File: src/hw/rtl/vie_pkg.sv
`default_nettype none
package vie_pkg;

	localparam int CFG_DATA_W = 24;
	localparam int CFG_IDX_W  = 1;

	localparam logic [CFG_IDX_W-1:0] CFG_VENDOR_TAG = 1'd0;
	localparam logic [CFG_IDX_W-1:0] CFG_VENDOR_OUI = 1'd1;

	localparam logic [7:0]  VENDOR_TAG_RST = 8'd221;
	localparam logic [23:0] VENDOR_OUI_RST = 24'h01_0203;
	localparam logic [7:0]  MIN_BODY_LEN   = 8'd4;
	localparam logic [7:0]  OUI_BYTES      = 8'd3;
	localparam logic [31:0] MAG_CAP        = 32'h8000_0000;
	localparam logic [31:0] POS_MAX        = 32'h7FFF_FFFF;

	typedef enum logic [1:0] {
		NUM_SKIP,
		NUM_DIGITS,
		NUM_STOP
	} num_phase_t;

	typedef struct packed {
		num_phase_t  phase;
		logic        neg;
		logic [31:0] acc;
	} num_t;

	localparam num_t NUM_RST = '{phase: NUM_SKIP, neg: 1'b0, acc: 32'd0};

	typedef struct packed {
		logic        found;
		logic        truncated;
		logic [31:0] value;
	} res_t;

	function automatic logic [31:0] final_value(input num_t n);
		logic [31:0] v;
		if (n.neg) begin
			v = 32'd0 - n.acc;
		end else if (n.acc > POS_MAX) begin
			v = POS_MAX;
		end else begin
			v = n.acc;
		end
		return v;
	endfunction

endpackage
`default_nettype wire

File: src/hw/rtl/vie_num.sv
`default_nettype none
module vie_num
	import vie_pkg::*;
(
	input  wire num_t       cur,
	input  wire logic [7:0] data,
	output num_t            nxt
);

	logic digit;
	logic blank;

	function automatic logic [31:0] take_digit(input logic [31:0] acc, input logic [7:0] b);
		logic [35:0] v;
		v = ({4'd0, acc} << 3) + ({4'd0, acc} << 1) + {32'd0, b[3:0]};
		return (v > {4'd0, MAG_CAP}) ? MAG_CAP : v[31:0];
	endfunction

	assign digit = data inside {[8'd48:8'd57]};
	assign blank = data inside {8'd32, [8'd9:8'd13]};

	always_comb begin
		nxt = cur;
		case (cur.phase)
			NUM_SKIP: begin
				if (blank) begin
					nxt = cur;
				end else if (data == 8'd43) begin
					nxt.phase = NUM_DIGITS;
				end else if (data == 8'd45) begin
					nxt.neg   = 1'b1;
					nxt.phase = NUM_DIGITS;
				end else if (digit) begin
					nxt.acc   = take_digit(cur.acc, data);
					nxt.phase = NUM_DIGITS;
				end else begin
					nxt.phase = NUM_STOP;
				end
			end
			NUM_DIGITS: begin
				if (digit) begin
					nxt.acc = take_digit(cur.acc, data);
				end else begin
					nxt.phase = NUM_STOP;
				end
			end
			default: begin
				nxt = cur;
			end
		endcase
	end

endmodule
`default_nettype wire

File: src/hw/rtl/vie_parse.sv
`default_nettype none
module vie_parse
	import vie_pkg::*;
(
	input  wire logic        clk,
	input  wire logic        arst_n,
	input  wire logic        step,
	input  wire logic [7:0]  data,
	input  wire logic        last,
	input  wire logic [7:0]  vendor_tag,
	input  wire logic [23:0] vendor_oui,
	output res_t             res
);

	typedef enum logic [1:0] {
		PH_TAG,
		PH_LEN,
		PH_BODY
	} field_phase_t;

	field_phase_t phase_q, phase_d;
	logic         tag_matched_q, tag_matched_d;
	logic [7:0]   left_q, left_d;
	logic [7:0]   len_q, len_d;
	logic [7:0]   pos_q, pos_d;
	logic         oui_ok_q, oui_ok_d;
	num_t         num_q, num_d, num_step;
	logic [31:0]  held_q, held_d;
	logic         found_q, found_d;
	logic [7:0]   want;

	vie_num u_num (
		.cur  (num_q),
		.data (data),
		.nxt  (num_step)
	);

	always_comb begin
		case (pos_q[1:0])
			2'd0:    want = vendor_oui[23:16];
			2'd1:    want = vendor_oui[15:8];
			default: want = vendor_oui[7:0];
		endcase
	end

	always_comb begin
		phase_d       = phase_q;
		tag_matched_d = tag_matched_q;
		left_d        = left_q;
		len_d         = len_q;
		pos_d         = pos_q;
		oui_ok_d      = oui_ok_q;
		num_d         = num_q;
		held_d        = held_q;
		found_d       = found_q;
		case (phase_q)
			PH_TAG: begin
				tag_matched_d = (data == vendor_tag);
				phase_d       = PH_LEN;
			end
			PH_LEN: begin
				len_d    = data;
				left_d   = data;
				pos_d    = 8'd0;
				oui_ok_d = 1'b1;
				num_d    = NUM_RST;
				phase_d  = (data == 8'd0) ? PH_TAG : PH_BODY;
			end
			PH_BODY: begin
				if (pos_q < OUI_BYTES) begin
					if (data != want) begin
						oui_ok_d = 1'b0;
					end
				end else begin
					num_d = num_step;
				end
				pos_d  = pos_q + 8'd1;
				left_d = left_q - 8'd1;
				if (left_q == 8'd1) begin
					if (tag_matched_q && (len_q >= MIN_BODY_LEN) && oui_ok_d) begin
						held_d  = final_value(num_d);
						found_d = 1'b1;
					end
					phase_d = PH_TAG;
				end
			end
			default: begin
				phase_d = PH_TAG;
			end
		endcase
	end

	assign res.found     = found_d;
	assign res.truncated = (phase_d != PH_TAG);
	assign res.value     = held_d;

	always_ff @(posedge clk or negedge arst_n) begin
		if (!arst_n) begin
			phase_q       <= PH_TAG;
			tag_matched_q <= 1'b0;
			left_q        <= 8'd0;
			len_q         <= 8'd0;
			pos_q         <= 8'd0;
			oui_ok_q      <= 1'b0;
			num_q         <= NUM_RST;
			held_q        <= 32'd0;
			found_q       <= 1'b0;
		end else if (step) begin
			tag_matched_q <= tag_matched_d;
			left_q        <= left_d;
			len_q         <= len_d;
			pos_q         <= pos_d;
			oui_ok_q      <= oui_ok_d;
			num_q         <= num_d;
			held_q        <= held_d;
			if (last) begin
				phase_q <= PH_TAG;
				found_q <= 1'b0;
			end else begin
				phase_q <= phase_d;
				found_q <= found_d;
			end
		end
	end

endmodule
`default_nettype wire

File: src/hw/rtl/vendor_ie_ack_extractor.sv
// an accepted end-of-buffer byte is held in the input register, then its result is registered on the output
// throughput: one byte per cycle while in_stall is low; one parse step per byte between input and result registers
// a final byte waits in the input register only while an earlier result is held off by out_stall
// reset: arst_n clears parser state and handshake flags (the output result registers are not reset) and restores
// vendor_tag 221 and vendor_oui 0x010203
`default_nettype none
module vendor_ie_ack_extractor
	import vie_pkg::*;
(
	input  wire logic                  clk,
	input  wire logic                  arst_n,
	input  wire logic                  in_valid,
	output logic                       in_stall,
	input  wire logic [7:0]            ie_byte,
	input  wire logic                  end_of_buffer,
	output logic                       out_valid,
	input  wire logic                  out_stall,
	output logic                       ack_found,
	output logic signed [31:0]         ack_value,
	output logic                       truncated,
	input  wire logic                  cfg_we,
	input  wire logic [CFG_IDX_W-1:0]  cfg_index,
	input  wire logic [CFG_DATA_W-1:0] cfg_data
);

	logic        valid_s1;
	logic [7:0]  byte_s1;
	logic        eob_s1;
	logic        step;
	logic        out_valid_q;
	logic        found_q;
	logic        trunc_q;
	logic [31:0] value_q;
	logic [7:0]  vendor_tag_q;
	logic [23:0] vendor_oui_q;
	res_t        res;

	always_ff @(posedge clk or negedge arst_n) begin
		if (!arst_n) begin
			vendor_tag_q <= VENDOR_TAG_RST;
			vendor_oui_q <= VENDOR_OUI_RST;
		end else if (cfg_we) begin
			case (cfg_index)
				CFG_VENDOR_TAG: vendor_tag_q <= cfg_data[7:0];
				CFG_VENDOR_OUI: vendor_oui_q <= cfg_data[23:0];
				default: begin
					vendor_tag_q <= vendor_tag_q;
				end
			endcase
		end
	end

	assign step     = valid_s1 && (!eob_s1 || !out_valid_q || !out_stall);
	assign in_stall = valid_s1 && !step;

	always_ff @(posedge clk or negedge arst_n) begin
		if (!arst_n) begin
			valid_s1 <= 1'b0;
		end else if (in_valid && !in_stall) begin
			valid_s1 <= 1'b1;
		end else if (step) begin
			valid_s1 <= 1'b0;
		end
	end

	always_ff @(posedge clk) begin
		if (in_valid && !in_stall) begin
			byte_s1 <= ie_byte;
			eob_s1  <= end_of_buffer;
		end
	end

	vie_parse u_parse (
		.clk        (clk),
		.arst_n     (arst_n),
		.step       (step),
		.data       (byte_s1),
		.last       (eob_s1),
		.vendor_tag (vendor_tag_q),
		.vendor_oui (vendor_oui_q),
		.res        (res)
	);

	always_ff @(posedge clk or negedge arst_n) begin
		if (!arst_n) begin
			out_valid_q <= 1'b0;
		end else if (step && eob_s1) begin
			out_valid_q <= 1'b1;
		end else if (!out_stall) begin
			out_valid_q <= 1'b0;
		end
	end

	always_ff @(posedge clk) begin
		if (step && eob_s1) begin
			found_q <= res.found;
			trunc_q <= res.truncated;
			value_q <= res.value;
		end
	end

	assign out_valid = out_valid_q;
	assign ack_found = found_q;
	assign truncated = trunc_q;
	assign ack_value = value_q;

	// a final byte never overwrites a result that is still held
	a_no_overwrite: assert property (@(posedge clk) disable iff (!arst_n)
		step && eob_s1 && out_valid_q |-> !out_stall)
		else $error("result overwritten while held");

	// a new result only follows a final byte
	a_result_src: assert property (@(posedge clk) disable iff (!arst_n)
		$rose(out_valid_q) |-> $past(step && eob_s1))
		else $error("result without final byte");

	// stall only when the input register holds a final byte and an earlier result is still held
	a_stall_full: assert property (@(posedge clk) disable iff (!arst_n)
		in_stall |-> valid_s1 && eob_s1 && out_valid_q)
		else $error("stall without pending final byte");

endmodule
`default_nettype wire
File: config.mk
export PLATFORM = sky130hd
export DESIGN_NAME = vendor_ie_ack_extractor
export DESIGN_NICKNAME = d
export VERILOG_FILES = /design/src/hw/rtl/vie_pkg.sv /design/src/hw/rtl/vie_num.sv /design/src/hw/rtl/vie_parse.sv /design/src/hw/rtl/vendor_ie_ack_extractor.sv
export SDC_FILE = /design/constraint.sdc
export NUM_CORES = 1
export LEC_CHECK = 0
export BUFFER_PORTS_ARGS = -buffer_cell sky130_fd_sc_hd__buf_2
export CELL_PAD_IN_SITES_DETAIL_PLACEMENT = 1
export CELL_PAD_IN_SITES_GLOBAL_PLACEMENT = 2
export CORE_MARGIN = 3
export CORE_UTILIZATION = 39
export DETAILED_ROUTE_END_ITERATION = 16
export GPL_ROUTABILITY_DRIVEN = 1
export PLACE_DENSITY_LB_ADDON = 0.1
export SYNTH_ARGS = -nofsm -noshare
export SYNTH_HDL_FRONTEND = slang
export SYNTH_SLANG_ARGS = --single-unit
File: constraint.sdc
create_clock -name clk -period 7.8 [get_ports clk]
set_input_delay 0 -clock clk [delete_from_list [all_inputs] [get_ports clk]]
set_output_delay 0 -clock clk [all_outputs]
set_load 0.01 [all_outputs]
; Yosys cells after proc, flatten, opt, wreduce, memory -nomap -nowiden
; Index checks and enable logic that the tools add are counted.
[word_totals]
register_bits = 173
in_bits = 39
out_inout_bits = 36
elab_cells = 118
[classes]
n_addsub = 5
magnitude_cmp = 8
eq_ne = 15
muxes = 40
bitwise = 1
reduce_logical = 29
[ops]
columns = op, n
row1 = 2-to-1 mux 32 bit, 8
row2 = 2-to-1 mux 35 bit, 3
row3 = one-hot mux 35 bit (2 select lines), 1
row4 = one-hot mux 32 bit (2 select lines), 1
row5 = one-hot mux 8 bit (2 select lines), 3
row6 = adder 35 x 33 -> 36 bit, 1
row7 = adder 36 x 4 -> 36 bit, 1
row8 = "greater-than comparator 36 x 32 -> 1 bit, second input constant", 1
row9 = 2-to-1 mux 33 bit, 1
row10 = "greater-than comparator 32 x 31 -> 1 bit, second input constant", 1
row11 = "subtractor 1 x 32 -> 32 bit, first input constant", 1
row12 = "== test 8 x 6 -> 1 bit, second input constant", 3
row13 = 2-to-1 mux 2 bit, 7
row14 = 2-to-1 mux 1 bit, 13
row15 = AND reduction 2 bit, 5
row16 = "!= test 3 bit, second input constant", 3
row17 = "adder 8 x 1 -> 8 bit, second input constant", 1
row18 = "== test 8 x 1 -> 1 bit, second input constant", 1
row19 = == test 8 bit, 1
row20 = "greater-or-equal comparator 8 x 3 -> 1 bit, second input constant", 1
row21 = "greater-or-equal comparator 8 x 4 -> 1 bit, second input constant", 1
row22 = "greater-or-equal comparator 8 x 6 -> 1 bit, second input constant", 1
row23 = "less-or-equal comparator 8 x 4 -> 1 bit, second input constant", 1
row24 = "less-or-equal comparator 8 x 6 -> 1 bit, second input constant", 1
row25 = 18 further kinds, 37

; Longest topological paths before layout
[logic_depth]
depth_word = 17
depth_mapped = 25

; By module
; From an unflattened synthesis, not the netlist that was laid out.
[hier_totals]
hier_cells = 1338
hier_area_um2 = 12922.4
[modules_own_cells]
columns = module, n_inst, cells_per_inst, area_each_um2
row1 = vie_parse, 1, 801, 7186.9
row2 = vie_num, 1, 413, 3050.4
row3 = vendor_ie_ack_extractor, 1, 124, 2685.1

; Worst setup path after synthesis
; No wires, ideal clock.
[synth_path]
path_type = reg2reg
startpoint = reg byte_s1[3]
endpoint = reg value_q[30] (netlist: ack_value[30]), data pin
setup_ns = 0.269
arrival_time_ns = 5.501
slack_ns = 2.030
path_stages_with_launch = 23
path_buffers = 2
synth_period_minus_slack_ns = 5.770
path_cell_list = edfxtp_1 > clkbuf_1 > inv_1 > fa_1 > fa_1 > nand2b_1 > a211oi_2 > or3_1 > a21o_1 > a41oi_1 > a211o_1 > and4bb_2 > nand2_1 > a21oi_2 > buf_2 > a22oi_1 > ha_1 > nand2_1 > a2111oi_4 > nand3_1 > nor4_1 > mux2i_1 > o31ai_1
[synth_lines]
columns = item, line
row1 = start: declaration, vendor_ie_ack_extractor.sv:27  ; logic [7:0] byte_s1;
row2 = start signal: assignment, vendor_ie_ack_extractor.sv:68  ; byte_s1 <= ie_byte;
row3 = end signal: assignment, vendor_ie_ack_extractor.sv:98  ; value_q <= res.value;
row4 = end: declaration, vendor_ie_ack_extractor.sv:33  ; logic [31:0] value_q;

==> impl_metrics.ini <==
[sta]
tightest_slew_ns = 1.14
drv_slew = 0
whs_ns = 0.117
rsz0062_at_grt = false
period_share_pct = 85.0
fin_skew_ns = 0.0191
hold_viol_final = 0
setup_violations = 0
max_freq_ghz = 0.151
relSlewSlack_pct = 23.8
fin_tns_setup_ns = 0
min_period_ns = 6.63

[logic_synthesis]
synth_top_cell_area_share_pct = 24.5
syn_nets = 1438
synthXorXnorAreaFrac_pct = 4.14
yosys.area.top_type = dfrtp_1
synthArstFlopShare_pct = 74.9
synth_cell_types = 95
synthMuxAreaShare_pct = 5.10
yosysSeqAreaShare_pct = 37.4
synth_edf_count = 43
synth-compound-area-share_pct = 22.5
synth_fa_ha_area_share_pct = 8.12
synth_top_family_by_area = compound AO/OA/AOI/OAI gates
synth.avg_cell_area_um2 = 9.12
yosysMostFrequentCell = nand2_1
yosysWarnings = 0
ys_top_cells_by_count = nand2_1 (171), dfrtp_1 (118), a21oi_1 (94)
synthSimpleGateAreaFrac_pct = 19.5
synth-seq-cells = 171
synth_area_leaders = dfrtp_1 (25%), edfxtp_1 (11%), ha_1 (7.8%)
synth_ff_type = dfrtp_1
syn_inst = 1322
syn-cell-area_um2 = 12100

[hold_path]
holdCritPathClass = input pin to register
min_path_cells = 3
hold_end = vendor_tag_q[1]
hp-start = cfg_index

[power]
p_clk_share_pct = 38.2
leakagePower_nw = 6.00
power_density_nw_per_um2 = 168
p_seq_share_pct = 46.3
combPwrFrac_pct = 15.5
p_sw_share_pct = 29.3
p_int_w = 0.00163
p_sw_w = 0.000677
ir_worst_vdd_mv = 0.152

[setup_path]
r2r-start = byte_s1[3]
r2r_end = ack_value[30]
critPathLaunchType = register
cp-end-kind = register
crit_fanout = 15
cpLargestDelayFamily = compound AO/OA/AOI/OAI gates
cp.depth = 20
cp_num_buf_inv = 1
r2r_cells = 20
reg2reg_slack_ns = 1.17
critical_path_class = register to register
path_cells = inv_1 -> fa_1 -> fa_1 -> nand2b_1 -> a211oi_2 -> or3_1 -> a21o_1 -> a41oi_1 -> a211o_1 -> and4bb_2 -> nand2_1 -> a21oi_2 -> a22oi_1 -> ha_1 -> nand2_1 -> a2111oi_4 -> nand3_1 -> nor4_1 -> mux2i_1 -> o31ai_1
crit_required_ns = 7.97
crit_slowest_cell = a2111oi_4
cp.arrival_ns = 6.80
cpPeakStageDelay_ns = 0.62

[detailed_routing]
drtAntennaViolNets = 0
drt_iter0_markers = 701
via_per_inst = 6.02
drt-total-wl_um = 41400
num_vias = 10900
drt_first_pass_iters = 5
avgRoutedWirePerCell_um = 22.9
remaining_drc_errors = 0

[status]
status = finished, final reports clean

[job]
drv_cap = 0

[global_route]
grt_overflow_total = 0
grt_pass1_vias = 11500
grt_usage_pct = 25.1
antenna_found_initial = 0
grt_pass1_wl_um = 65200
grt_max_degree = 77

[die]
die_h_um = 182
dieArea_um2 = 33000
core-area_um2 = 30000
die_x_um = 182
start_util_pct = 40.1
rows = 63
ios = 75

[clocking]
clkLatencyLatePin_ns = 0.45
cts_tree = built
cts_buffers = 17
max-clock-path-buffers = 2
clk_pin_slew_ns = 0.08
cts.repair.resized = 0
clock-root-buffer = clkbuf_16
cts_max_level = 4
clkSinkCount = 171

[finish]
antenna_cells = 0
drive_gt1_share_pct = 15.7
syn_to_final_growth_pct = 14.2
nets = 1520

[place]
globalplace.congestion = 0.872
port_buffers = 74
hpwl_um = 30600
## kinds of logic (layout without fill, tap and decap cells)
| kind of cell | count (synthesis) | count (layout) |
|---|---|---|
| buffers and inverters | 96 | 191 |
| XOR/XNOR | 57 | 57 |
| AO/OA/AOI/OAI | 401 | 401 |
| multiplexers | 55 | 55 |
| adder cells (fa/ha/maj) | 77 | 77 |
| flip-flops | 171 | 171 |
| AND/OR/NAND/NOR | 465 | 465 |
## cells in the final DEF, fill, tap and decap left out, types with 28 or more instances in the layout
cell type,count
a21oi_1,94
buf_2,73
dfrtp_1,118
dlygate4sd3_1,37
edfxtp_1,43
ha_1,75
inv_1,29
mux2_2,51
nand2_1,171
nand3_1,36
nor2_1,78
nor3_1,33
o21ai_0,89
xnor2_1,28
xor2_1,29
## state kept, by name (all words and copies together), names as in the netlist
name	flops
vendor_tag_q	8
u_parse.held_q	32
u_parse.len_q	6
u_parse.pos_q	8
u_parse.num_q	35
valid_s1	1
u_parse.tag_matched_q	1
truncated	1
eob_s1	1
ack_found	1
u_parse.left_q	8
ack_value	32
byte_s1	8
u_parse.phase_q	2
u_parse.found_q	1
u_parse.oui_ok_q	1
out_valid	1
vendor_oui_q	24
## per-stage QoR
stage	worst slack, ns	area (um2)	util (%)	power (W)	cells
after floorplan	2.03	12100	-	0.00130	1322
after global placement	1.46	12800	42.6	0.00142	1738
after detailed placement	1.22	12800	42.6	0.00143	1738
after CTS	1.18	13800	45.8	0.00233	1807
after global routing	0.635	13800	45.8	0.00241	1807
final	1.17	13800	45.8	0.00231	1807
## power groups by stage
| stage | clock network (W) | logic (W) | registers, W |
|---|---|---|---|
| after floorplan | 0 | 0.000235 | 0.00106 |
| after global placement | 0 | 0.000337 | 0.00108 |
| after detailed placement | 0 | 0.000347 | 0.00108 |
| after CTS | 0.000897 | 0.000363 | 0.00107 |
| after global routing | 0.000931 | 0.000401 | 0.00108 |
| final | 0.000882 | 0.000358 | 0.00107 |
## worst max-delay path by stage
| stage | startpoint | end | slack, ns |
|---|---|---|---|
| after floorplan | byte_s1[3] | ack_value[30] | 2.03 |
| final | byte_s1[3] | ack_value[30] | 1.17 |
| after global placement | byte_s1[3] | ack_value[30] | 1.46 |
| after detailed placement | byte_s1[3] | ack_value[30] | 1.22 |
| after global routing | byte_s1[3] | ack_value[30] | 0.64 |
| after CTS | byte_s1[3] | ack_value[30] | 1.18 |
## cell type report
class / instances / area (um2)
clock buffers: 22 / 508
clock inverters: 10 / 97.6
fillers: 3453 / 16300
inverters: 30 / 113
multi-input cells: 1055 / 7160
flip-flops and latches: 171 / 4510
well taps: 390 / 488
repair buffers: 129 / 882
## worst register-to-register path: cells and delay by family (launching register included)
family / cells / cell delay [ns]
compound gates: 8 / 2.44
buf+inv: 1 / 0.18
mux: 1 / 0.28
fa+ha+maj: 3 / 1.29
simple gates: 7 / 1.61
flops: 1 / 0.54
## timing repair
item	4_1_cts	5_1_grt
hold buffers	37	0
endpoints found under the hold margin	114	0
setup buffers	0	0
## routing by layer
| metal | vias to the layer above | part of all wire, % | GRT usage (%) |
|---|---|---|---|
| met5 | - | 0 | 0 |
| met4 | 0 | 3.6 | 9.41 |
| met3 | 70 | 2.4 | 2.56 |
| met2 | 204 | 51 | 44.7 |
| met1 | 5489 | 43 | 31.2 |
| li1 | 5116 | - | - |
Note: power is estimated with default switching activity, not from simulation.
